[src/sv/cma_pkg.sv]
package cma_pkg;

  localparam int SAMPLE_WIDTH_DEF = 16;
  localparam int MAX_WINDOW_DEF   = 63;

  localparam int WIN_W     = 6;
  localparam int HALF_W    = WIN_W - 1;
  localparam int RECIP_W   = 17;
  localparam int FRAC_W    = 16;
  localparam int CNT_W     = 16;
  localparam int CFG_IDX_W = 1;

  // result buffer depth, power of two
  localparam int FIFO_DEPTH = 8;

  localparam logic [CFG_IDX_W-1:0] REG_WIN_LEN   = 1'b0;
  localparam logic [CFG_IDX_W-1:0] REG_WIN_RECIP = 1'b1;

  localparam logic [WIN_W-1:0]   WIN_LEN_RST = 6'd5;
  localparam logic [RECIP_W-1:0] RECIP_RST   = 17'd13107;

  typedef enum logic {
    ST_RUN,
    ST_FLUSH
  } ctl_state_e;

  // one write into the delay line
  typedef struct packed {
    logic valid;
    logic emit;
    logic last;
    logic clear;
    logic zero;
  } push_ctl_t;

  typedef struct packed {
    logic valid;
    logic last;
  } beat_ctl_t;

endpackage

[src/sv/centered_moving_average_top.sv]
// Channel   Dir  Beat fields (low bit up)             Handshake
// s_axis    in   tdata: sample; tlast: series_end     tvalid/tready
// m_axis    out  tdata: mean;   tlast: last           tvalid/tready
// cfg       in   idx 0 window_length, 1 reciprocal    cfg_we_i, no wait
//
// One sample or one flushed mean per cycle unless a resum runs or credit is out;
// a beat passes the read, sum and product registers and the output buffer to reach
// m_axis. After a series end the block flushes means with s_axis_tready low. Up
// to eight means may be outstanding before input stalls. A window_length write
// resums the window from memory with s_axis_tready low. Reset clears control only;
// the delay line memory is not swept, stale entries are masked by a fill count.
module centered_moving_average_top import cma_pkg::*; #(
  parameter int SAMPLE_WIDTH = SAMPLE_WIDTH_DEF,
  parameter int MAX_WINDOW   = MAX_WINDOW_DEF,
  localparam int TDATA_W     = ((SAMPLE_WIDTH + 7) / 8) * 8
) (
  input  logic                 clk_i,
  input  logic                 rst_ni,
  input  logic                 s_axis_tvalid,
  output logic                 s_axis_tready,
  input  logic [TDATA_W-1:0]   s_axis_tdata,   // sample
  input  logic                 s_axis_tlast,
  output logic                 m_axis_tvalid,
  input  logic                 m_axis_tready,
  output logic [TDATA_W-1:0]   m_axis_tdata,   // mean
  output logic                 m_axis_tlast,
  input  logic                 cfg_we_i,
  input  logic [CFG_IDX_W-1:0] cfg_idx_i,
  input  logic [RECIP_W-1:0]   cfg_data_i
);

  localparam int SUM_W = SAMPLE_WIDTH + $clog2(MAX_WINDOW + 1);

  logic                    busy, win_wr, pop;
  logic [WIN_W-1:0]        win;
  logic [RECIP_W-1:0]      recip;
  push_ctl_t               push;
  logic signed [SUM_W-1:0] sum;
  beat_ctl_t               sum_ctl, mean_ctl;
  logic [SAMPLE_WIDTH-1:0] mean, out_mean;

  assign pop = m_axis_tvalid && m_axis_tready;

  cma_ctrl #(
    .MAX_WINDOW(MAX_WINDOW)
  ) u_ctrl (
    .clk_i     (clk_i),
    .rst_ni    (rst_ni),
    .s_valid_i (s_axis_tvalid),
    .s_last_i  (s_axis_tlast),
    .s_ready_o (s_axis_tready),
    .busy_i    (busy),
    .out_pop_i (pop),
    .cfg_we_i  (cfg_we_i),
    .cfg_idx_i (cfg_idx_i),
    .cfg_data_i(cfg_data_i),
    .win_o     (win),
    .win_wr_o  (win_wr),
    .recip_o   (recip),
    .push_o    (push)
  );

  cma_line #(
    .SAMPLE_WIDTH(SAMPLE_WIDTH),
    .MAX_WINDOW  (MAX_WINDOW)
  ) u_line (
    .clk_i    (clk_i),
    .rst_ni   (rst_ni),
    .push_i   (push),
    .sample_i ($signed(s_axis_tdata[SAMPLE_WIDTH-1:0])),
    .win_i    (win),
    .win_wr_i (win_wr),
    .busy_o   (busy),
    .sum_o    (sum),
    .sum_ctl_o(sum_ctl)
  );

  cma_mean #(
    .SAMPLE_WIDTH(SAMPLE_WIDTH),
    .MAX_WINDOW  (MAX_WINDOW)
  ) u_mean (
    .clk_i     (clk_i),
    .rst_ni    (rst_ni),
    .sum_i     (sum),
    .sum_ctl_i (sum_ctl),
    .recip_i   (recip),
    .mean_o    (mean),
    .mean_ctl_o(mean_ctl)
  );

  cma_ofifo #(
    .SAMPLE_WIDTH(SAMPLE_WIDTH)
  ) u_ofifo (
    .clk_i      (clk_i),
    .rst_ni     (rst_ni),
    .wr_ctl_i   (mean_ctl),
    .wr_mean_i  (mean),
    .out_valid_o(m_axis_tvalid),
    .out_ready_i(m_axis_tready),
    .out_mean_o (out_mean),
    .out_last_o (m_axis_tlast)
  );

  assign m_axis_tdata = TDATA_W'(out_mean);

endmodule

[src/sv/cma_ctrl.sv]
module cma_ctrl import cma_pkg::*; #(
  parameter int MAX_WINDOW = MAX_WINDOW_DEF
) (
  input  logic                 clk_i,
  input  logic                 rst_ni,
  input  logic                 s_valid_i,
  input  logic                 s_last_i,
  output logic                 s_ready_o,
  input  logic                 busy_i,
  input  logic                 out_pop_i,
  input  logic                 cfg_we_i,
  input  logic [CFG_IDX_W-1:0] cfg_idx_i,
  input  logic [RECIP_W-1:0]   cfg_data_i,
  output logic [WIN_W-1:0]     win_o,
  output logic                 win_wr_o,
  output logic [RECIP_W-1:0]   recip_o,
  output push_ctl_t            push_o
);

  localparam int WIN_LIM = (MAX_WINDOW - 1) | 1;
  localparam int CRED_W  = $clog2(FIFO_DEPTH + 1);

  logic [WIN_W-1:0]   win_len_q, win_odd, win_eff;
  logic [RECIP_W-1:0] recip_q;
  ctl_state_e         state_q, state_d;
  logic [CNT_W-1:0]   seen_q, seen_d, seen_inc;
  logic [HALF_W-1:0]  flush_q, flush_d, half, flush_cnt;
  logic [CRED_W-1:0]  cred_q, cred_d;
  logic               cred_ok, emit_s, take;
  push_ctl_t          push;

  assign win_odd = win_len_q | WIN_W'(1);
  assign win_eff = (int'(win_odd) > WIN_LIM) ? WIN_W'(WIN_LIM) : win_odd;
  assign half    = win_eff[WIN_W-1:1];

  assign seen_inc  = (seen_q == '1) ? seen_q : seen_q + CNT_W'(1);
  assign flush_cnt = (seen_inc < CNT_W'(half)) ? seen_inc[HALF_W-1:0] : half;
  assign emit_s    = seen_inc > CNT_W'(half);
  assign cred_ok   = cred_q < CRED_W'(FIFO_DEPTH);

  always_comb begin
    state_d   = state_q;
    seen_d    = seen_q;
    flush_d   = flush_q;
    push      = '0;
    s_ready_o = 1'b0;
    take      = 1'b0;
    case (state_q)
      ST_RUN: begin
        s_ready_o = !busy_i && cred_ok;
        take      = s_valid_i && s_ready_o;
        if (take) begin
          push.valid = 1'b1;
          push.emit  = emit_s;
          push.last  = s_last_i && (flush_cnt == '0);
          push.clear = s_last_i && (flush_cnt == '0);
          if (s_last_i) begin
            seen_d = '0;
            if (flush_cnt != '0) begin
              flush_d = flush_cnt;
              state_d = ST_FLUSH;
            end
          end else begin
            seen_d = seen_inc;
          end
        end
      end
      ST_FLUSH: begin
        // shift in zeros, one mean per cycle while output credit remains
        if (cred_ok) begin
          push.valid = 1'b1;
          push.emit  = 1'b1;
          push.zero  = 1'b1;
          push.last  = flush_q == HALF_W'(1);
          push.clear = flush_q == HALF_W'(1);
          flush_d    = flush_q - HALF_W'(1);
          if (flush_q == HALF_W'(1)) begin
            state_d = ST_RUN;
          end
        end
      end
      default: state_d = ST_RUN;
    endcase
  end

  always_comb begin
    cred_d = cred_q;
    case ({push.valid && push.emit, out_pop_i})
      2'b10:   cred_d = cred_q + CRED_W'(1);
      2'b01:   cred_d = cred_q - CRED_W'(1);
      default: cred_d = cred_q;
    endcase
  end

  always_ff @(posedge clk_i or negedge rst_ni) begin
    if (!rst_ni) begin
      state_q <= ST_RUN;
      seen_q  <= '0;
      flush_q <= '0;
      cred_q  <= '0;
    end else begin
      state_q <= state_d;
      seen_q  <= seen_d;
      flush_q <= flush_d;
      cred_q  <= cred_d;
    end
  end

  always_ff @(posedge clk_i or negedge rst_ni) begin
    if (!rst_ni) begin
      win_len_q <= WIN_LEN_RST;
      recip_q   <= RECIP_RST;
    end else if (cfg_we_i) begin
      case (cfg_idx_i)
        REG_WIN_LEN:   win_len_q <= cfg_data_i[WIN_W-1:0];
        REG_WIN_RECIP: recip_q   <= cfg_data_i;
        default: ;
      endcase
    end
  end

  assign win_o    = win_eff;
  assign win_wr_o = cfg_we_i && (cfg_idx_i == REG_WIN_LEN);
  assign recip_o  = recip_q;
  assign push_o   = push;

endmodule

[src/sv/cma_line.sv]
module cma_line import cma_pkg::*; #(
  parameter int SAMPLE_WIDTH = SAMPLE_WIDTH_DEF,
  parameter int MAX_WINDOW   = MAX_WINDOW_DEF
) (
  input  logic                                  clk_i,
  input  logic                                  rst_ni,
  input  push_ctl_t                             push_i,
  input  logic signed [SAMPLE_WIDTH-1:0]        sample_i,
  input  logic [WIN_W-1:0]                      win_i,
  input  logic                                  win_wr_i,
  output logic                                  busy_o,
  output logic signed [SAMPLE_WIDTH+$clog2(MAX_WINDOW+1)-1:0] sum_o,
  output beat_ctl_t                             sum_ctl_o
);

  localparam int AW    = $clog2(MAX_WINDOW + 1);
  localparam int DEPTH = 1 << AW;
  localparam int SUM_W = SAMPLE_WIDTH + AW;
  localparam int LW    = (AW > WIN_W) ? AW : WIN_W;

  logic signed [SAMPLE_WIDTH-1:0] mem_q [DEPTH];
  logic signed [SAMPLE_WIDTH-1:0] rd_q, x_q, wr_data;
  logic [AW-1:0]                  wp_q, fill_q, fill_d, rd_addr;
  logic [LW-1:0]                  win_l, fill_l, k_l, addr_drop, addr_sweep;
  logic                           drop_ok_q, s1_valid_q, s1_emit_q, s1_last_q, s1_clear_q;
  logic signed [SUM_W-1:0]        sum_q, sum_d, sum_new, drop_val;
  logic                           sw_act_q, sw_act_d, sw_rd_q, sw_rd_d, sw_ok_q, sw_ok_d;
  logic [WIN_W-1:0]               sw_k_q, sw_k_d;

  assign win_l  = LW'(win_i);
  assign fill_l = LW'(fill_q);
  assign k_l    = LW'(sw_k_q);

  // newest entry sits at wp_q - 1; the one leaving the window at wp_q - W
  assign addr_drop  = LW'(wp_q) - win_l;
  assign addr_sweep = LW'(wp_q) - k_l - LW'(1);
  assign rd_addr    = sw_act_q ? addr_sweep[AW-1:0] : addr_drop[AW-1:0];
  assign wr_data    = push_i.zero ? '0 : sample_i;

  always_ff @(posedge clk_i) begin
    if (push_i.valid) begin
      mem_q[wp_q] <= wr_data;
    end
    rd_q <= mem_q[rd_addr];
    x_q  <= wr_data;
  end

  // entries older than the fill count read as zero
  always_comb begin
    fill_d = fill_q;
    if (push_i.valid) begin
      if (push_i.clear) begin
        fill_d = '0;
      end else if (fill_q != AW'(MAX_WINDOW)) begin
        fill_d = fill_q + AW'(1);
      end
    end
  end

  assign drop_val = drop_ok_q ? SUM_W'(rd_q) : '0;
  assign sum_new  = sum_q + SUM_W'(x_q) - drop_val;

  // resum the window after a window length write
  always_comb begin
    sw_act_d = sw_act_q;
    sw_k_d   = sw_k_q;
    sw_rd_d  = 1'b0;
    sw_ok_d  = 1'b0;
    if (win_wr_i) begin
      sw_act_d = 1'b1;
      sw_k_d   = '0;
    end else if (sw_act_q) begin
      if (k_l < win_l) begin
        sw_rd_d = 1'b1;
        sw_ok_d = k_l < fill_l;
        sw_k_d  = sw_k_q + WIN_W'(1);
      end else if (!sw_rd_q) begin
        sw_act_d = 1'b0;
      end
    end
  end

  always_comb begin
    sum_d = sum_q;
    if (win_wr_i) begin
      sum_d = '0;
    end else if (sw_act_q) begin
      if (sw_rd_q && sw_ok_q) begin
        sum_d = sum_q + SUM_W'(rd_q);
      end
    end else if (s1_valid_q) begin
      sum_d = s1_clear_q ? '0 : sum_new;
    end
  end

  always_ff @(posedge clk_i or negedge rst_ni) begin
    if (!rst_ni) begin
      wp_q       <= '0;
      fill_q     <= '0;
      drop_ok_q  <= 1'b0;
      s1_valid_q <= 1'b0;
      s1_emit_q  <= 1'b0;
      s1_last_q  <= 1'b0;
      s1_clear_q <= 1'b0;
      sum_q      <= '0;
      sw_act_q   <= 1'b0;
      sw_rd_q    <= 1'b0;
      sw_ok_q    <= 1'b0;
      sw_k_q     <= '0;
    end else begin
      if (push_i.valid) begin
        wp_q <= wp_q + AW'(1);
      end
      fill_q     <= fill_d;
      drop_ok_q  <= win_l <= fill_l;
      s1_valid_q <= push_i.valid;
      s1_emit_q  <= push_i.emit;
      s1_last_q  <= push_i.last;
      s1_clear_q <= push_i.clear;
      sum_q      <= sum_d;
      sw_act_q   <= sw_act_d;
      sw_rd_q    <= sw_rd_d;
      sw_ok_q    <= sw_ok_d;
      sw_k_q     <= sw_k_d;
    end
  end

  assign busy_o          = sw_act_q || win_wr_i;
  assign sum_o           = sum_new;
  assign sum_ctl_o.valid = s1_valid_q && s1_emit_q;
  assign sum_ctl_o.last  = s1_last_q;

endmodule

[src/sv/cma_mean.sv]
module cma_mean import cma_pkg::*; #(
  parameter int SAMPLE_WIDTH = SAMPLE_WIDTH_DEF,
  parameter int MAX_WINDOW   = MAX_WINDOW_DEF
) (
  input  logic                                  clk_i,
  input  logic                                  rst_ni,
  input  logic signed [SAMPLE_WIDTH+$clog2(MAX_WINDOW+1)-1:0] sum_i,
  input  beat_ctl_t                             sum_ctl_i,
  input  logic [RECIP_W-1:0]                    recip_i,
  output logic [SAMPLE_WIDTH-1:0]               mean_o,
  output beat_ctl_t                             mean_ctl_o
);

  localparam int SUM_W  = SAMPLE_WIDTH + $clog2(MAX_WINDOW + 1);
  localparam int PROD_W = SUM_W + RECIP_W + 1;
  localparam int RND_W  = PROD_W + 1;
  localparam int Q_W    = RND_W - FRAC_W;

  localparam logic [Q_W-1:0] POS_LIM = {{(Q_W-SAMPLE_WIDTH+1){1'b0}},
                                        {(SAMPLE_WIDTH-1){1'b1}}};
  localparam logic [Q_W-1:0] NEG_LIM = POS_LIM + Q_W'(1);

  logic signed [SUM_W-1:0]  a_sum_q;
  logic signed [PROD_W-1:0] prod_q;
  beat_ctl_t                a_q, b_q;
  logic                     neg;
  logic [PROD_W-1:0]        mag;
  logic [RND_W-1:0]         rnd;
  logic [Q_W-1:0]           quo;
  logic [SAMPLE_WIDTH-1:0]  res;

  always_ff @(posedge clk_i) begin
    a_sum_q <= sum_i;
    prod_q  <= a_sum_q * $signed({1'b0, recip_i});
  end

  always_ff @(posedge clk_i or negedge rst_ni) begin
    if (!rst_ni) begin
      a_q <= '0;
      b_q <= '0;
    end else begin
      a_q <= sum_ctl_i;
      b_q <= a_q;
    end
  end

  // round half away from zero on the magnitude, then saturate
  always_comb begin
    neg = prod_q[PROD_W-1];
    mag = neg ? ($unsigned(~prod_q) + PROD_W'(1)) : $unsigned(prod_q);
    rnd = RND_W'(mag) + (RND_W'(1) << (FRAC_W - 1));
    quo = rnd[RND_W-1:FRAC_W];
    if (neg) begin
      res    = (quo > NEG_LIM) ? NEG_LIM[SAMPLE_WIDTH-1:0] : quo[SAMPLE_WIDTH-1:0];
      mean_o = ~res + SAMPLE_WIDTH'(1);
    end else begin
      res    = (quo > POS_LIM) ? POS_LIM[SAMPLE_WIDTH-1:0] : quo[SAMPLE_WIDTH-1:0];
      mean_o = res;
    end
  end

  assign mean_ctl_o = b_q;

endmodule

[src/sv/cma_ofifo.sv]
module cma_ofifo import cma_pkg::*; #(
  parameter int SAMPLE_WIDTH = SAMPLE_WIDTH_DEF
) (
  input  logic                    clk_i,
  input  logic                    rst_ni,
  input  beat_ctl_t               wr_ctl_i,
  input  logic [SAMPLE_WIDTH-1:0] wr_mean_i,
  output logic                    out_valid_o,
  input  logic                    out_ready_i,
  output logic [SAMPLE_WIDTH-1:0] out_mean_o,
  output logic                    out_last_o
);

  localparam int PW = $clog2(FIFO_DEPTH);
  localparam int CW = $clog2(FIFO_DEPTH + 1);

  logic [SAMPLE_WIDTH:0] buf_q [FIFO_DEPTH];
  logic [PW-1:0]         wr_ptr_q, rd_ptr_q;
  logic [CW-1:0]         cnt_q;
  logic                  wr, rd;

  assign wr = wr_ctl_i.valid;
  assign rd = out_valid_o && out_ready_i;

  always_ff @(posedge clk_i) begin
    if (wr) begin
      buf_q[wr_ptr_q] <= {wr_ctl_i.last, wr_mean_i};
    end
  end

  always_ff @(posedge clk_i or negedge rst_ni) begin
    if (!rst_ni) begin
      wr_ptr_q <= '0;
      rd_ptr_q <= '0;
      cnt_q    <= '0;
    end else begin
      if (wr) begin
        wr_ptr_q <= wr_ptr_q + PW'(1);
      end
      if (rd) begin
        rd_ptr_q <= rd_ptr_q + PW'(1);
      end
      case ({wr, rd})
        2'b10:   cnt_q <= cnt_q + CW'(1);
        2'b01:   cnt_q <= cnt_q - CW'(1);
        default: cnt_q <= cnt_q;
      endcase
    end
  end

  assign out_valid_o = cnt_q != '0;
  assign out_mean_o  = buf_q[rd_ptr_q][SAMPLE_WIDTH-1:0];
  assign out_last_o  = buf_q[rd_ptr_q][SAMPLE_WIDTH];

endmodule
[config.mk]
export PLATFORM = sky130hd
export DESIGN_NAME = centered_moving_average_top
export DESIGN_NICKNAME = d
export VERILOG_FILES = /design/src/sv/cma_pkg.sv /design/src/sv/centered_moving_average_top.sv /design/src/sv/cma_ctrl.sv /design/src/sv/cma_line.sv /design/src/sv/cma_mean.sv /design/src/sv/cma_ofifo.sv
export SDC_FILE = /design/constraint.sdc
export NUM_CORES = 2
export LEC_CHECK = 0
export BUFFER_PORTS_ARGS = -buffer_cell sky130_fd_sc_hd__buf_4
export CORE_MARGIN = 1.5
export CORE_UTILIZATION = 25
export CTS_BUF_LIST = sky130_fd_sc_hd__clkbuf_8
export DETAILED_ROUTE_END_ITERATION = 10
export GPL_ROUTABILITY_DRIVEN = 0
export PLACE_DENSITY = 0.4
export SYNTH_ARGS = -nofsm -noshare
export SYNTH_HDL_FRONTEND = slang
export SYNTH_SLANG_ARGS = --single-unit
[constraint.sdc]
create_clock -name clk_i -period 15.6 [get_ports clk_i]
set_clock_uncertainty 0.05 [all_clocks]
set_input_delay 0.78 -clock clk_i [delete_from_list [all_inputs] [get_ports clk_i]]
set_output_delay 0.78 -clock clk_i [all_outputs]
set_load 0.1 [all_outputs]
==> out/qor.yml <==
clocking:
  htree_num_levels: 4
  cts.sinks: 1363
  cts.path.max_buffers: 4
  cts_setup_buffers: 0
  clk_pin_slew_worst_paths_ps: 60
  root_buffer: "clkbuf_8"
  cts_buffers: 240
  cts_resized: 0
  cts_tree: "done"
  insertion_delay_ps: 1020
synthesis:
  yosys.area.top_type_share_pct: 49.0
  synth_top_area_cell: "edfxtp_1"
  avgSynthCellArea_um2: 14.4
  synth.distinct_cells: 85
  yosysMostFrequentCell: "edfxtp_1"
  synthArstFlopShare_pct: 8.00
  synth_area_leaders: "edfxtp_1 49%, fa_1 11%, mux4_2 9.2%, dfrtp_1 3.5%, ha_1 3.3%"
  synth-edff-count: 1160
  synthesis.nets: 5577
  synth_ff_type: "edfxtp_1"
  synth_common_cells: "1160 x edfxtp_1, 581 x inv_1, 397 x fa_1"
  synth.ff_latch_count: 1363
  synth_seq_area_share_pct: 55.5
  synth_area_um2: 71200
  yosysWarnings: 0
  synthCells: 4954
critical_path:
  critPathKind: "reg -> reg"
  crit_top_cell: "fa_1"
  cp_num_buf_inv: 3
  cp_data_arrival_time_ps: 8050
  critPathCaptureType: "register"
  worstSetupStartpointType: "register"
  ff2ff_path_depth: 22
  crit_chain: "nand2_1 -> fa_1 -> inv_1 -> fa_1 -> inv_1 -> fa_1 -> inv_1 -> fa_1 -> fa_1 -> fa_1 -> ha_1 -> o21a_1 -> o21ai_0 -> nor2_1 -> a211o_1 -> o311ai_0 -> a2111o_1 -> a31oi_1 -> nor2b_1 -> o31ai_1 -> a21oi_1 -> xnor2_1"
  crit_cells: 22
  max_stage_delay_ps: 950
  crit_fanout: 23
  cp_data_required_time_ps: 16360
  crit_family: "adder cells"
  slowest_stage: "dfrtp_1"
timing:
  setup_tns_ps: 0
  rsz0062_at_grt: "no"
  finalCritPeriodShare_pct: 46.7
  tightest_slew_ps: 1240
  drv_slew: 0
  fmax_mhz: 137
  setup_viol: 0
  slew-limit-headroom_pct: 16.5
  period_needed_ps: 7290
  holdWs_ps: 127
  hold_viol: 0
outcome:
  status: "completed"
routing:
  drc_errors: 0
  firstDrtPassIters: 7
  drt-initial-drc-count: 2830
  vias: 40311
  wl_per_cell_um: 21.7
  viasPerCell: 4.43
  routed_wl_um: 197000
  antenna_left: 0
min_path:
  hold_depth: 2
  hold_class: "in -> reg"
finish:
  nNetsFinal: 5779
  drive_gt1_share_pct: 17.5
  stdcell_count: 9100
  area_delta_synth_final_pct: 14.0
die:
  ioPinCount: 59
  core_area_um2: 283000
  rows: 195
  fp.dieArea_um2: 288000
  die_x_um: 536
  start_util_pct: 25.2
  dieHeight_um: 536
place:
  dp_cells: 8649
  hpwl_um: 125000
  port_buffers: 58
job:
  maxCapViolCount: 0
global_routing:
  antenna_found_initial: 6
  first_global_vias: 43832
  track_usage_pct: 13.8
  grt_start_max_net_pins: 115
  grt_pass1_wl_um: 294000
  grt_overflow: 0
[cells in the final DEF (no fill, tap or decap), types with 15 or more instances in the layout]
cell and count:
ha_1 186, a211o_1 21, nor2_1 162, edfxtp_1 1160, mux2i_1 79, fa_1 397, o21ai_0 95, o31ai_1 20
a21oi_1 104, buf_4 169, o211ai_1 27, xor2_1 38, xnor2_1 104, mux2_2 59, clkinv_2 42, mux4_2 290
dfxtp_1 93, nor2b_1 60, clkbuf_8 250, a21o_1 27, nor3_1 42, or3_1 17, and3_1 23, nand3_1 50
nand2_1 351, nor2_2 32, and2_2 16, clkinv_1 62, and2_1 197, inv_1 646, nand4_1 24, a211oi_1 93
nand2b_1 26, o21a_1 15, dfrtp_1 98, a22oi_1 17, a31oi_1 31
[per-stage QoR]
step	cell area [um2]	util [%]	setup slack (ps)
floorplan	71200	-	9200
global placement	76600	27.1	8270
detailed placement	76600	27.1	8280
CTS	81100	28.7	8260
global route	81100	28.7	7830
finish	81100	28.7	8310
[cell type report]
| class | instances | area (um2) |
|---|---|---|
| Fill cell | 28616 | 202000 |
| Sequential cell | 1363 | 39500 |
| Multi-Input combinational cell | 2785 | 28900 |
| Tap cell | 3743 | 4680 |
| Clock buffer | 250 | 3440 |
| Inverter | 581 | 2180 |
| Timing Repair Buffer | 185 | 1500 |
| Clock inverter | 184 | 951 |
| Antenna cell | 9 | 22.5 |
[what timing repair did]
item,in CTS,in global routing
endpoints found under the setup margin,0,0
hold endpoints to repair,62,0
hold buffers,8,0
[path summary, 6_finish.rpt]
kind / start / end / slack, ps
worst max-delay path: u_ctrl.recip_o[10] / u_mean.prod_q[38] / 8310
max in group asynchronous: rst_ni / u_ctrl.recip_o[2] / 13820
worst min-delay path: cfg_data_i[16] / u_ctrl.recip_o[16] / 130
worst max register to register: u_ctrl.recip_o[10] / u_mean.prod_q[38] / 8310
min in group asynchronous: rst_ni / u_ctrl.seen_q[3] / 390
worst min register to register: u_mean.a_q[1] / u_mean.mean_ctl_o[1] / 300
[layer usage]
layer / GRT usage [%] / vias to the layer above / wire length (um)
met4: 4.14 / 0 / 5380
met5: 0 / - / 0
met2: 23.0 / 724 / 94800
li1: - / 18309 / -
met3: 2.05 / 268 / 7590
met1: 18.4 / 21010 / 89600
[registers in the layout (all words and copies together), names as in the netlist, 4 cells and up]
name              flops
u_ctrl.cred_q         4
u_ctrl.flush_q        5
u_ctrl.recip_o       17
u_ctrl.seen_q        16
u_ctrl.win_len_q      5
u_line.fill_l         6
u_line.k_l            6
u_line.mem_q       1024
u_line.rd_q          16
u_line.sum_q         22
u_line.wp_q           6
u_line.x_q           16
u_mean.a_sum_q       22
u_mean.prod_q        40
u_ofifo.buf_q       136
u_ofifo.cnt_q         4
[cell families (layout without fill, tap and decap cells)]
kind of cell | after synthesis | count (layout) | share of synthesized area (%)
AO/OA/AOI/OAI | 560 | 560 | 5.39
XOR/XNOR | 143 | 143 | 1.76
other | 0 | 9 | 0
multiplexers | 429 | 429 | 11.2
adder cells (fa/ha/maj) | 584 | 584 | 14.5
flip-flops | 1363 | 1363 | 55.5
AND/OR/NAND/NOR | 1069 | 1069 | 7.45
buffers and inverters | 806 | 1200 | 4.26
Power is left out: the tool's default activity adds up to more than one toggle a clock period on the data nets, which glitch-free logic cannot reach.
